File: config.mk
export PLATFORM = sky130hd
export DESIGN_NAME = set_clear_interrupt_controller_unit
export DESIGN_NICKNAME = d
export VERILOG_FILES = /design/src/rtl/scic_pkg.sv /design/src/rtl/set_clear_interrupt_controller_unit.sv /design/src/rtl/scic_eval.sv
export SDC_FILE = /design/constraint.sdc
export NUM_CORES = 1
export LEC_CHECK = 0
export BUFFER_PORTS_ARGS = -buffer_cell sky130_fd_sc_hd__buf_2
export CORE_ASPECT_RATIO = 0.5
export CORE_MARGIN = 5
export CORE_UTILIZATION = 35
export DETAILED_ROUTE_END_ITERATION = 6
export GPL_TIMING_DRIVEN = 0
export PLACE_DENSITY = 0.64
export SYNTH_ARGS = -nofsm -noshare
export SYNTH_HDL_FRONTEND = slang
export SYNTH_SLANG_ARGS = --single-unit
File: constraint.sdc
create_clock -name clk -period 4.29 [get_ports clk]
set_clock_uncertainty 0.2 [all_clocks]
set_input_delay 0 -clock clk [delete_from_list [all_inputs] [get_ports clk]]
set_output_delay 0 -clock clk [all_outputs]
set_load 0.05 [all_outputs]
File: src/rtl/scic_pkg.sv
// Package for the set/clear interrupt controller.
// Holds command codes, field widths, the source-to-level table and shared types.
// No dependencies.
`default_nettype none

package scic_pkg;

    localparam int unsigned RegW     = 15;
    localparam int unsigned SrcW     = 4;
    localparam int unsigned LvlW     = 3;
    localparam int unsigned LatW     = 8;
    localparam int unsigned MasterIx = 14;
    localparam int unsigned SetIx    = 15;
    localparam int unsigned TopSrc   = 13;
    localparam logic [LatW-1:0] LatencyReset = 8'd10;

    localparam int unsigned InDataW  = 24;
    localparam int unsigned OutDataW = 24;

    typedef enum logic [2:0] {
        CMD_TICK     = 3'd0,
        CMD_WR_ENA   = 3'd1,
        CMD_WR_REQ   = 3'd2,
        CMD_RD_ENA   = 3'd3,
        CMD_RD_REQ   = 3'd4,
        CMD_REEVAL   = 3'd5
    } cmd_t;

    // Decision of one evaluation pass
    typedef struct packed {
        logic            hit;
        logic [LvlW-1:0] level;
        logic [SrcW-1:0] source;
    } sched_t;

    // One result word
    typedef struct packed {
        logic [SrcW-1:0] irq_source;
        logic [LvlW-1:0] irq_level;
        logic            irq_fire;
        logic [RegW-1:0] read_data;
    } result_t;

    function automatic logic [LvlW-1:0] level_of_source(input logic [SrcW-1:0] src);
        logic [LvlW-1:0] lvl;
        unique case (src)
            4'd0, 4'd1, 4'd2:           lvl = 3'd1;
            4'd3:                       lvl = 3'd2;
            4'd4, 4'd5, 4'd6:           lvl = 3'd3;
            4'd7, 4'd8, 4'd9, 4'd10:    lvl = 3'd4;
            4'd11, 4'd12:               lvl = 3'd5;
            4'd13, 4'd14:               lvl = 3'd6;
            default:                    lvl = 3'd7;
        endcase
        return lvl;
    endfunction

    // Set or clear the masked bits depending on the mode bit
    function automatic logic [RegW-1:0] apply_write(input logic [RegW-1:0] cur,
                                                    input logic [15:0]     data);
        logic [RegW-1:0] mask;
        mask = data[RegW-1:0];
        if (data[SetIx])
            return cur | mask;
        return cur & ~mask;
    endfunction

endpackage

`default_nettype wire

File: src/rtl/set_clear_interrupt_controller_unit.sv
// Set/clear interrupt controller, top level. Depends on scic_pkg and scic_eval.
// The result word of an accepted input word is registered in the output stage and driven on m_tdata from there.
// Throughput: one word per cycle while the skid register is empty; a two-entry output stage
// (result + skid register) keeps accepting while one result waits for m_tready.
// Reset (rst_n low, asynchronous): registers and schedule cleared, latency = LatencyReset.
`default_nettype none

module set_clear_interrupt_controller_unit
    import scic_pkg::*;
(
    input  wire logic                clk,
    input  wire logic                rst_n,

    // Input words
    input  wire logic                s_tvalid,
    output logic                     s_tready,
    // [15:0] write_data, [18:16] cpu_level, [19] cpu_raise_busy, [23:20] zero
    input  wire logic [InDataW-1:0]  s_tdata,
    // [2:0] command
    input  wire logic [2:0]          s_tuser,

    // Result words
    output logic                     m_tvalid,
    input  wire logic                m_tready,
    // [14:0] read_data, [15] irq_fire, [18:16] irq_level, [22:19] irq_source, [23] zero
    output logic [OutDataW-1:0]      m_tdata,

    // Configuration: schedule_latency
    input  wire logic                cfg_valid,
    output logic                     cfg_ready,
    input  wire logic [LatW-1:0]     cfg_data
);

    // Unpack the input word
    logic [15:0]      wdata;
    logic [LvlW-1:0]  cpu_level;
    logic             cpu_busy;
    cmd_t             cmd;

    assign wdata     = s_tdata[15:0];
    assign cpu_level = s_tdata[18:16];
    assign cpu_busy  = s_tdata[19];
    assign cmd       = cmd_t'(s_tuser);

    // Controller state
    logic [LatW-1:0] latency_reg;
    logic [RegW-1:0] enable_reg,    enable_next;
    logic [RegW-1:0] request_reg,   request_next;
    logic            sched_reg,     sched_next;
    logic [LatW-1:0] count_reg,     count_next;
    logic [LvlW-1:0] level_reg,     level_next;
    logic [SrcW-1:0] source_reg,    source_next;

    // Output stage
    logic            out_valid_reg;
    logic            skid_valid_reg;
    result_t         out_reg;
    result_t         skid_reg;
    result_t         res;

    logic            accept;
    logic            take;
    logic            do_eval;
    sched_t          decision;

    assign cfg_ready = 1'b1;
    assign s_tready  = !skid_valid_reg;
    assign m_tvalid  = out_valid_reg;
    assign m_tdata   = {1'b0, out_reg};
    assign accept    = s_tvalid && s_tready;
    assign take      = out_valid_reg && m_tready;

    // Register writes land before the evaluation sees them
    always_comb
    begin
        enable_next  = enable_reg;
        request_next = request_reg;
        if (cmd == CMD_WR_ENA)
            enable_next = apply_write(enable_reg, wdata);
        if (cmd == CMD_WR_REQ)
            request_next = apply_write(request_reg, wdata);
    end

    assign do_eval = (cmd == CMD_WR_ENA) || (cmd == CMD_WR_REQ) || (cmd == CMD_REEVAL);

    scic_eval u_eval (
        .enable_bits  (enable_next),
        .request_bits (request_next),
        .cpu_level    (cpu_level),
        .cpu_busy     (cpu_busy),
        .scheduled    (sched_reg),
        .decision     (decision)
    );

    // Next schedule state and the result word of this input word
    always_comb
    begin
        sched_next  = sched_reg;
        count_next  = count_reg;
        level_next  = level_reg;
        source_next = source_reg;
        res         = '0;

        unique case (cmd)
            CMD_TICK:
            begin
                if (sched_reg)
                begin
                    if (count_reg <= LatW'(1))
                    begin
                        // Deliver now
                        res.irq_fire   = 1'b1;
                        res.irq_level  = level_reg;
                        res.irq_source = source_reg;
                        sched_next     = 1'b0;
                        count_next     = '0;
                    end
                    else
                    begin
                        count_next = count_reg - LatW'(1);
                    end
                end
            end
            CMD_RD_ENA: res.read_data = enable_reg;
            CMD_RD_REQ: res.read_data = request_reg;
            default:
            begin
            end
        endcase

        if (do_eval && decision.hit)
        begin
            sched_next  = 1'b1;
            count_next  = latency_reg;
            level_next  = decision.level;
            source_next = decision.source;
        end
    end

    // Other state registers advance only on an accepted word; latency_reg loads on a config transfer
    always_ff @(posedge clk or negedge rst_n)
    begin
        if (!rst_n)
        begin
            latency_reg <= LatencyReset;
            enable_reg  <= '0;
            request_reg <= '0;
            sched_reg   <= 1'b0;
            count_reg   <= '0;
            level_reg   <= '0;
            source_reg  <= '0;
        end
        else
        begin
            if (cfg_valid && cfg_ready)
                latency_reg <= cfg_data;
            if (accept)
            begin
                enable_reg  <= enable_next;
                request_reg <= request_next;
                sched_reg   <= sched_next;
                count_reg   <= count_next;
                level_reg   <= level_next;
                source_reg  <= source_next;
            end
        end
    end

    // Output and skid valid flags
    always_ff @(posedge clk or negedge rst_n)
    begin
        if (!rst_n)
        begin
            out_valid_reg  <= 1'b0;
            skid_valid_reg <= 1'b0;
        end
        else
        begin
            priority if (skid_valid_reg)
            begin
                // Move the held word forward once the output drains
                if (take)
                    skid_valid_reg <= 1'b0;
            end
            else if (accept)
            begin
                if (out_valid_reg && !take)
                    skid_valid_reg <= 1'b1;
                else
                    out_valid_reg <= 1'b1;
            end
            else if (take)
            begin
                out_valid_reg <= 1'b0;
            end
        end
    end

    // Result payload
    always_ff @(posedge clk)
    begin
        priority if (skid_valid_reg)
        begin
            if (take)
                out_reg <= skid_reg;
        end
        else if (accept)
        begin
            if (out_valid_reg && !take)
                skid_reg <= res;
            else
                out_reg <= res;
        end
    end

endmodule

`default_nettype wire

File: src/rtl/scic_eval.sv
// Evaluation pass of the set/clear interrupt controller.
// Picks the highest pending source and decides whether to schedule it.
// Depends on scic_pkg.
`default_nettype none

module scic_eval
    import scic_pkg::*;
(
    input  wire logic [RegW-1:0] enable_bits,
    input  wire logic [RegW-1:0] request_bits,
    input  wire logic [LvlW-1:0] cpu_level,
    input  wire logic            cpu_busy,
    input  wire logic            scheduled,
    output sched_t               decision
);

    logic [RegW-1:0] pending;
    logic            found;
    logic [SrcW-1:0] top_src;
    logic [LvlW-1:0] top_lvl;

    assign pending = enable_bits & request_bits;

    // Highest set bit among the sources; the master bit never counts
    always_comb
    begin
        found   = 1'b0;
        top_src = '0;
        for (int i = 0; i <= TopSrc; i++)
        begin
            if (pending[i])
            begin
                found   = 1'b1;
                top_src = SrcW'(i);
            end
        end
    end

    assign top_lvl = level_of_source(top_src);

    always_comb
    begin
        decision.hit    = enable_bits[MasterIx] && found && !scheduled && !cpu_busy
                          && (top_lvl > cpu_level);
        decision.level  = top_lvl;
        decision.source = top_src;
    end

endmodule

`default_nettype wire

* Yosys cells after proc, flatten, opt, wreduce, memory -nomap -nowiden *
Memories as Yosys holds them, arrays and structs flattened.
Cells that the tools add are included.

operators by class
  add/subtract/negate cells = 1
  order comparisons = 2
  equal/unequal tests = 8
  mux-type cells = 59
  bitwise operators = 7
  reductions and logical operators = 25

operator list
  kind                   number
  $mux W23               4
  $mux W15               6
  $mux W8                7
  $and A15 B15 Y15       2
  $or A15 B15 Y15        2
  $pmux W15 S2           1
  $mux W1                29
  $mux W4                6
  $not A15 Y15           1
  $and A14 B14 Y14       1
  $mux W3                4
  $reduce_and A3 Y1      4
  $le A8 B1 Y1 const B   1
  $logic_and A1 B1 Y1    8
  $reduce_bool A2 Y1     4
  $sub A8 B1 Y8 const B  1
  $eq A3 B2 Y1 const B   2
  $eq A3 B3 Y1 const B   2
  $logic_not A1 Y1       4
  $mux W2                2
  $ne A2 B2 Y1 const B   2
  $reduce_and A2 Y1      2
  $eq A3 B1 Y1 const B   1
  $gt A3 B3 Y1           1
  other kinds (4)        5

word-level totals
  register bits after elaboration = 102
  bits in read-only memories = 48
  bits of input ports = 40
  output and inout port bits = 27
  word-level logic and storage cells = 120
  memories kept = 1

memory list
  memory            words  width  rd ports  clocked after Yosys merged registers in  write ports  line            source
  (name not given)  16     3      1         0                                        0            scic_pkg.sv:46  unique case (src)

* Logic depth before layout (Yosys ltp) *
  word-level depth = 26
  depth in mapped cells = 22

* Cells and area by module *
A second synthesis with hierarchy kept.

second synthesis, totals
  cells, all modules = 426
  area total of the unflattened synthesis = 5,295.1 um^2

modules (own cells, without submodules)
  module                               instances  cells an instance  area each (um^2)
  set_clear_interrupt_controller_unit  1          374                4,894.7
  scic_eval                            1          52                 400.4

* Least setup slack after synthesis *
Ideal clock, no wire load.

  kind = input to register
  from = input s_tuser[2]
  to = register count_reg[1]
  arrival = 3.821 ns
  setup slack = 0.143 ns
  stages = 20
  path buffers = 2
  cells stage by stage = buf_2 inv_1 clkbuf_1 a31oi_1 or3b_1 o211ai_1 a21oi_1 o21ai_0 inv_1 ha_1 xnor2_1 mux2_2 ha_1 a311oi_1 o21ai_0 a211o_1 or2_1 a41oi_4 nor2b_2 a221o_1

RTL lines
  what                    line                                        source
  start: declaration      set_clear_interrupt_controller_unit.sv:20   input wire logic [2:0] s_tuser,
  end signal: assignment  set_clear_interrupt_controller_unit.sv:162  count_reg <= count_next;
  end: declaration        set_clear_interrupt_controller_unit.sv:50   logic [LatW-1:0] count_reg, count_next;

* Worst setup path in the final report *
  from = register request_reg[5]
  to = register count_reg[2]

on the way
  cells in the longest elaborated chain, start to end = 21

RTL lines
  what                                                                     line                                        source
  start: declaration                                                       set_clear_interrupt_controller_unit.sv:48   logic [RegW-1:0] request_reg, request_next;
  start signal: assignment                                                 set_clear_interrupt_controller_unit.sv:160  request_reg <= request_next;
  $or A15 B15 Y15                                                          scic_pkg.sv:64                              return cur | mask;
  $mux W15                                                                 scic_pkg.sv:63                              if (data[SetIx])
  $mux W15                                                                 scic_pkg.sv:65                              return cur & ~mask;
  $mux W15 (*)                                                             set_clear_interrupt_controller_unit.sv:80   if (cmd == CMD_WR_REQ)
  $and A14 B14 Y14 (*)                                                     scic_eval.sv:22                             assign pending = enable_bits & request_bits;
  parallel branches: the longest is 12 deep, another holds $mem_v2 Z16 W3  --
  $logic_and A1 B1 Y1 (*)                                                  scic_eval.sv:44                             && (top_lvl > cpu_level);
  $logic_and A1 B1 Y1 (*)                                                  set_clear_interrupt_controller_unit.sv:131  if (do_eval && decision.hit)
  $reduce_bool A2 Y1 (no source line)                                      --
  $reduce_and A3 Y1 (no source line)                                       --

Every way passes the cells marked *. The select of a mux whose other input is x is not followed.
A chain may end at the register's enable or synchronous reset.

==> results.py <==
metrics = {
    "status": {
        "status": "finished, violations left",
        "violations": "setup timing",
    },
    "placement": {
        "pre_cts_ws_ns": -0.688,
        "gp_routability_congestion": 0.882,
        "detailedPlacementHpwl_mm": 10.1,
        "place_inst": 753,
        "portBuffers": 59,
    },
    "synth": {
        "post_synth_num_cell_types": 75,
        "synth_warnings": 0,
        "synthArstFlopShare": 0.549,
        "syn-num-nets": 536,
        "postSynth.topFlopCell": "sky130_fd_sc_hd__dfrtp_1",
        "ys_top_cells_by_area": "sky130_fd_sc_hd__edfxtp_1, sky130_fd_sc_hd__dfrtp_1, sky130_fd_sc_hd__mux2_2, sky130_fd_sc_hd__nand2_1, sky130_fd_sc_hd__a22o_1",
        "ffs_latches_synth": 102,
        "netlist_area_um2": 5550,
        "synth_largest_area_cell": "sky130_fd_sc_hd__edfxtp_1",
        "synth_top_cells_by_count": "sky130_fd_sc_hd__mux2_2, sky130_fd_sc_hd__nand2_1, sky130_fd_sc_hd__dfrtp_1, sky130_fd_sc_hd__edfxtp_1, sky130_fd_sc_hd__a21oi_1",
        "synth-edff-count": 46,
        "syn_area_per_cell_um2": 11.3,
        "netlist_instances": 489,
        "yosys_top_cell_area_share": 0.249,
        "synth.yosys.seq_area_share": 0.502,
    },
    "floorplan": {
        "top_level_ports": 67,
        "placementRows": 32,
        "floorplan.initialDensity": 0.359,
        "chipWidth_um": 188,
        "design.core.area_um2": 15500,
        "fp.dieArea_um2": 18600,
        "die_height_um": 99.0,
    },
    "timing": {
        "maxSlewViolCount": 0,
        "setup_ws_ns": -0.0293,
        "worst_slew_margin_rel": 0.321,
        "grt_setup_unrepaired": "yes",
        "fin_crit_ns": 4.32,
        "total_count_of_hold_check_failures_in_the_final_report": 0,
        "finalCritPeriodShare": 1.01,
        "worst-slew-pin-transition_ns": 1.02,
        "finalSetupViolCount": 4,
        "timing.fmax_ghz": 0.232,
    },
    "routing": {
        "drt-pass1-iter-count": 5,
        "drc_errors": 0,
        "post_drt_via_cell_ratio": 5.28,
        "postRouteWirelength_mm": 14.9,
        "postRouteAntennaNets": 0,
        "routed-via-count": 4360,
        "detail_route.wl_per_cell_um": 18.0,
        "first_iter_violations": 344,
    },
    "setup_path": {
        "setup.worst_path.end_class": "flip-flop",
        "critPathMaxFanout": 5,
        "critical_path.slowest_cell": "sky130_fd_sc_hd__dfrtp_1",
        "worstPathCellList": "and3b_1, o211ai_1, and2_4, o211ai_1, a21oi_2, o21ai_2, buf_4, ha_4, mux2_4, ha_4, a311oi_2, o21ai_1, a211o_1, or2_4, a41oi_4, nor2b_4, a221o_1",
        "worst_ep_required_time_ns": 4.33,
        "critPathArrivalTime_ns": 4.36,
        "startpoint_class": "flip-flop",
        "worst-setup-path-type": "flip-flop to flip-flop",
        "max_stage_delay_ns": 0.40,
    },
    "power": {
        "p_leak_nw": 2.98,
        "power_density_nw_per_um2": 623,
        "power_dissipated_by_switching_net_loads_mw": 1.82,
        "clock_power_share": 0.181,
        "switching_share": 0.407,
        "sequentialPowerShare": 0.352,
        "power.combinational.fraction": 0.467,
        "power.ir.vdd_worst_uv": 268,
        "internal_power_mw": 2.64,
    },
    "global_routing": {
        "grt_max_degree": 57,
        "grt-ovfl-total": 0,
        "grt.total_usage": 0.161,
        "grt_first_pass_wirelength_mm": 23.8,
        "grt_pass1_vias": 4428,
        "antenna_found_initial": 0,
    },
    "flow_run": {
        "drv.max_cap_violation_count": 0,
    },
    "cts": {
        "clk_latency_ns": 0.35,
        "numCtsBuffers": 9,
        "clock_tree.buffer_depth": 2,
        "cts_tree": "done",
        "root_buffer": "sky130_fd_sc_hd__clkbuf_16",
        "htree_num_levels": 3,
        "worst_setup_hold_path_clk_slew_ns": 0.07,
        "clock_sink_count": 102,
    },
    "finish": {
        "flow.area_growth_from_synthesis_pct": 29.1,
        "final-instance-count-excl-fill": 826,
        "antenna_cells": 0,
        "proportion_of_layout_cells_with_a_drive_suffix_above_1": 0.352,
        "num-nets-final": 664,
    },
    "min_path": {
        "holdCritPathClass": "input pin to asynchronous set/reset pin",
    },
}
[cell usage in the layout, fill, tap and decap left out, types with 10 or more instances in the layout]
master / n
sky130_fd_sc_hd__nor2_1: 11
sky130_fd_sc_hd__edfxtp_1: 46
sky130_fd_sc_hd__buf_2: 61
sky130_fd_sc_hd__a21oi_1: 13
sky130_fd_sc_hd__dlygate4sd3_1: 36
sky130_fd_sc_hd__clkbuf_1: 16
sky130_fd_sc_hd__buf_4: 26
sky130_fd_sc_hd__dfrtp_1: 54
sky130_fd_sc_hd__mux2_2: 60
sky130_fd_sc_hd__and3b_1: 12
sky130_fd_sc_hd__a22o_1: 17
sky130_fd_sc_hd__and2_1: 10
sky130_fd_sc_hd__inv_1: 14
sky130_fd_sc_hd__nand2_1: 60
sky130_fd_sc_hd__nor2b_1: 12
[metrics by stage]
stage	instance area (um^2)	TNS (ns)	power [mW]	hold slack (ns)	utilization
final	7160	-0.0772	4.46	0.0480	0.463
after global routing	7160	-0.897	4.70	0.140	0.463
after CTS	6990	-0.0691	4.25	0.125	0.452
after detailed placement	6110	-9.98	3.21	-0.000699	0.396
after global placement	6100	-8.55	3.15	-0.00334	0.394
after floorplan	5550	0	2.77	-0.496	-
[kinds of logic (layout without fill, tap and decap cells)]
group                      Yosys count  after routing  share of synthesized area
buffers and inverters               48            181                     0.0415
muxes                               64             64                      0.129
DFF                                102            102                      0.502
other                                2              2                    0.00135
and+or+nand+nor                    164            164                      0.169
AOI/OAI and AO/OA                  100            100                      0.137
xor gates and xnor gates             2              2                    0.00451
adders and majority gates            7              7                     0.0158
[worst paths after layout]
| check | start | to | slack, ns | cells past startpoint |
|---|---|---|---|---|
| min reg2reg | flip-flop | flip-flop | 0.31 | 1 |
| min in group clk | s_tuser[2] | request_reg[9] | 0.14 | 5 |
| max | request_reg[5] | count_reg[2] | -0.03 | 17 |
| max reg2reg | request_reg[5] | count_reg[2] | -0.03 | 17 |
| max in group asynchronous | rst_n | m_tvalid | 3.36 | 2 |
| min | rst_n | request_reg[10] | 0.05 | 2 |
[what timing repair did]
action	4_1_cts	5_1_grt
endpoints found under the hold margin	99	0
gates resized for setup	22	21
pin swaps	21	18
endpoints found under the setup margin	16	16
hold buffers	36	0
buffers inserted	17	4
[layer usage]
layer / part of all wire / global-route usage / wire length, um
met1: 0.49 / 0.226 / 7290
met2: 0.44 / 0.246 / 6630
met3: 0.051 / 0.0382 / 761
met4: 0.015 / 0.0541 / 226
met5: 0 / 0 / 0
[power by group through the flow]
stage	Sequential [mW]	Combinational (mW)	Clock (mW)
finish	1.57	2.08	0.805
global route	1.61	2.23	0.867
CTS	1.56	1.86	0.824
detailed placement	1.59	1.61	0
global placement	1.59	1.56	0
floorplan	1.88	0.891	0
[worst max-delay path: cells and delay by family, from the launching register on]
family	cells	cell delay, ns
AOI/OAI and AO/OA	9	1.96
adders and majority gates	2	0.43
buffers and inverters	1	0.16
DFF	1	0.40
muxes	1	0.29
and+or+nand+nor	4	0.76
[layout make-up]
| cell class | instances | area [um^2] |
|---|---|---|
| fill | 1398 | 8290 |
| sequential | 102 | 2790 |
| buffer | 31 | 171 |
| tap | 204 | 255 |
| multi-input combinational | 339 | 2750 |
| timing repair buffer | 117 | 843 |
| clock buffer | 9 | 225 |
| inverter | 17 | 63.8 |
| clock inverter | 7 | 66.3 |
Note: power is estimated with default switching activity, not from simulation.
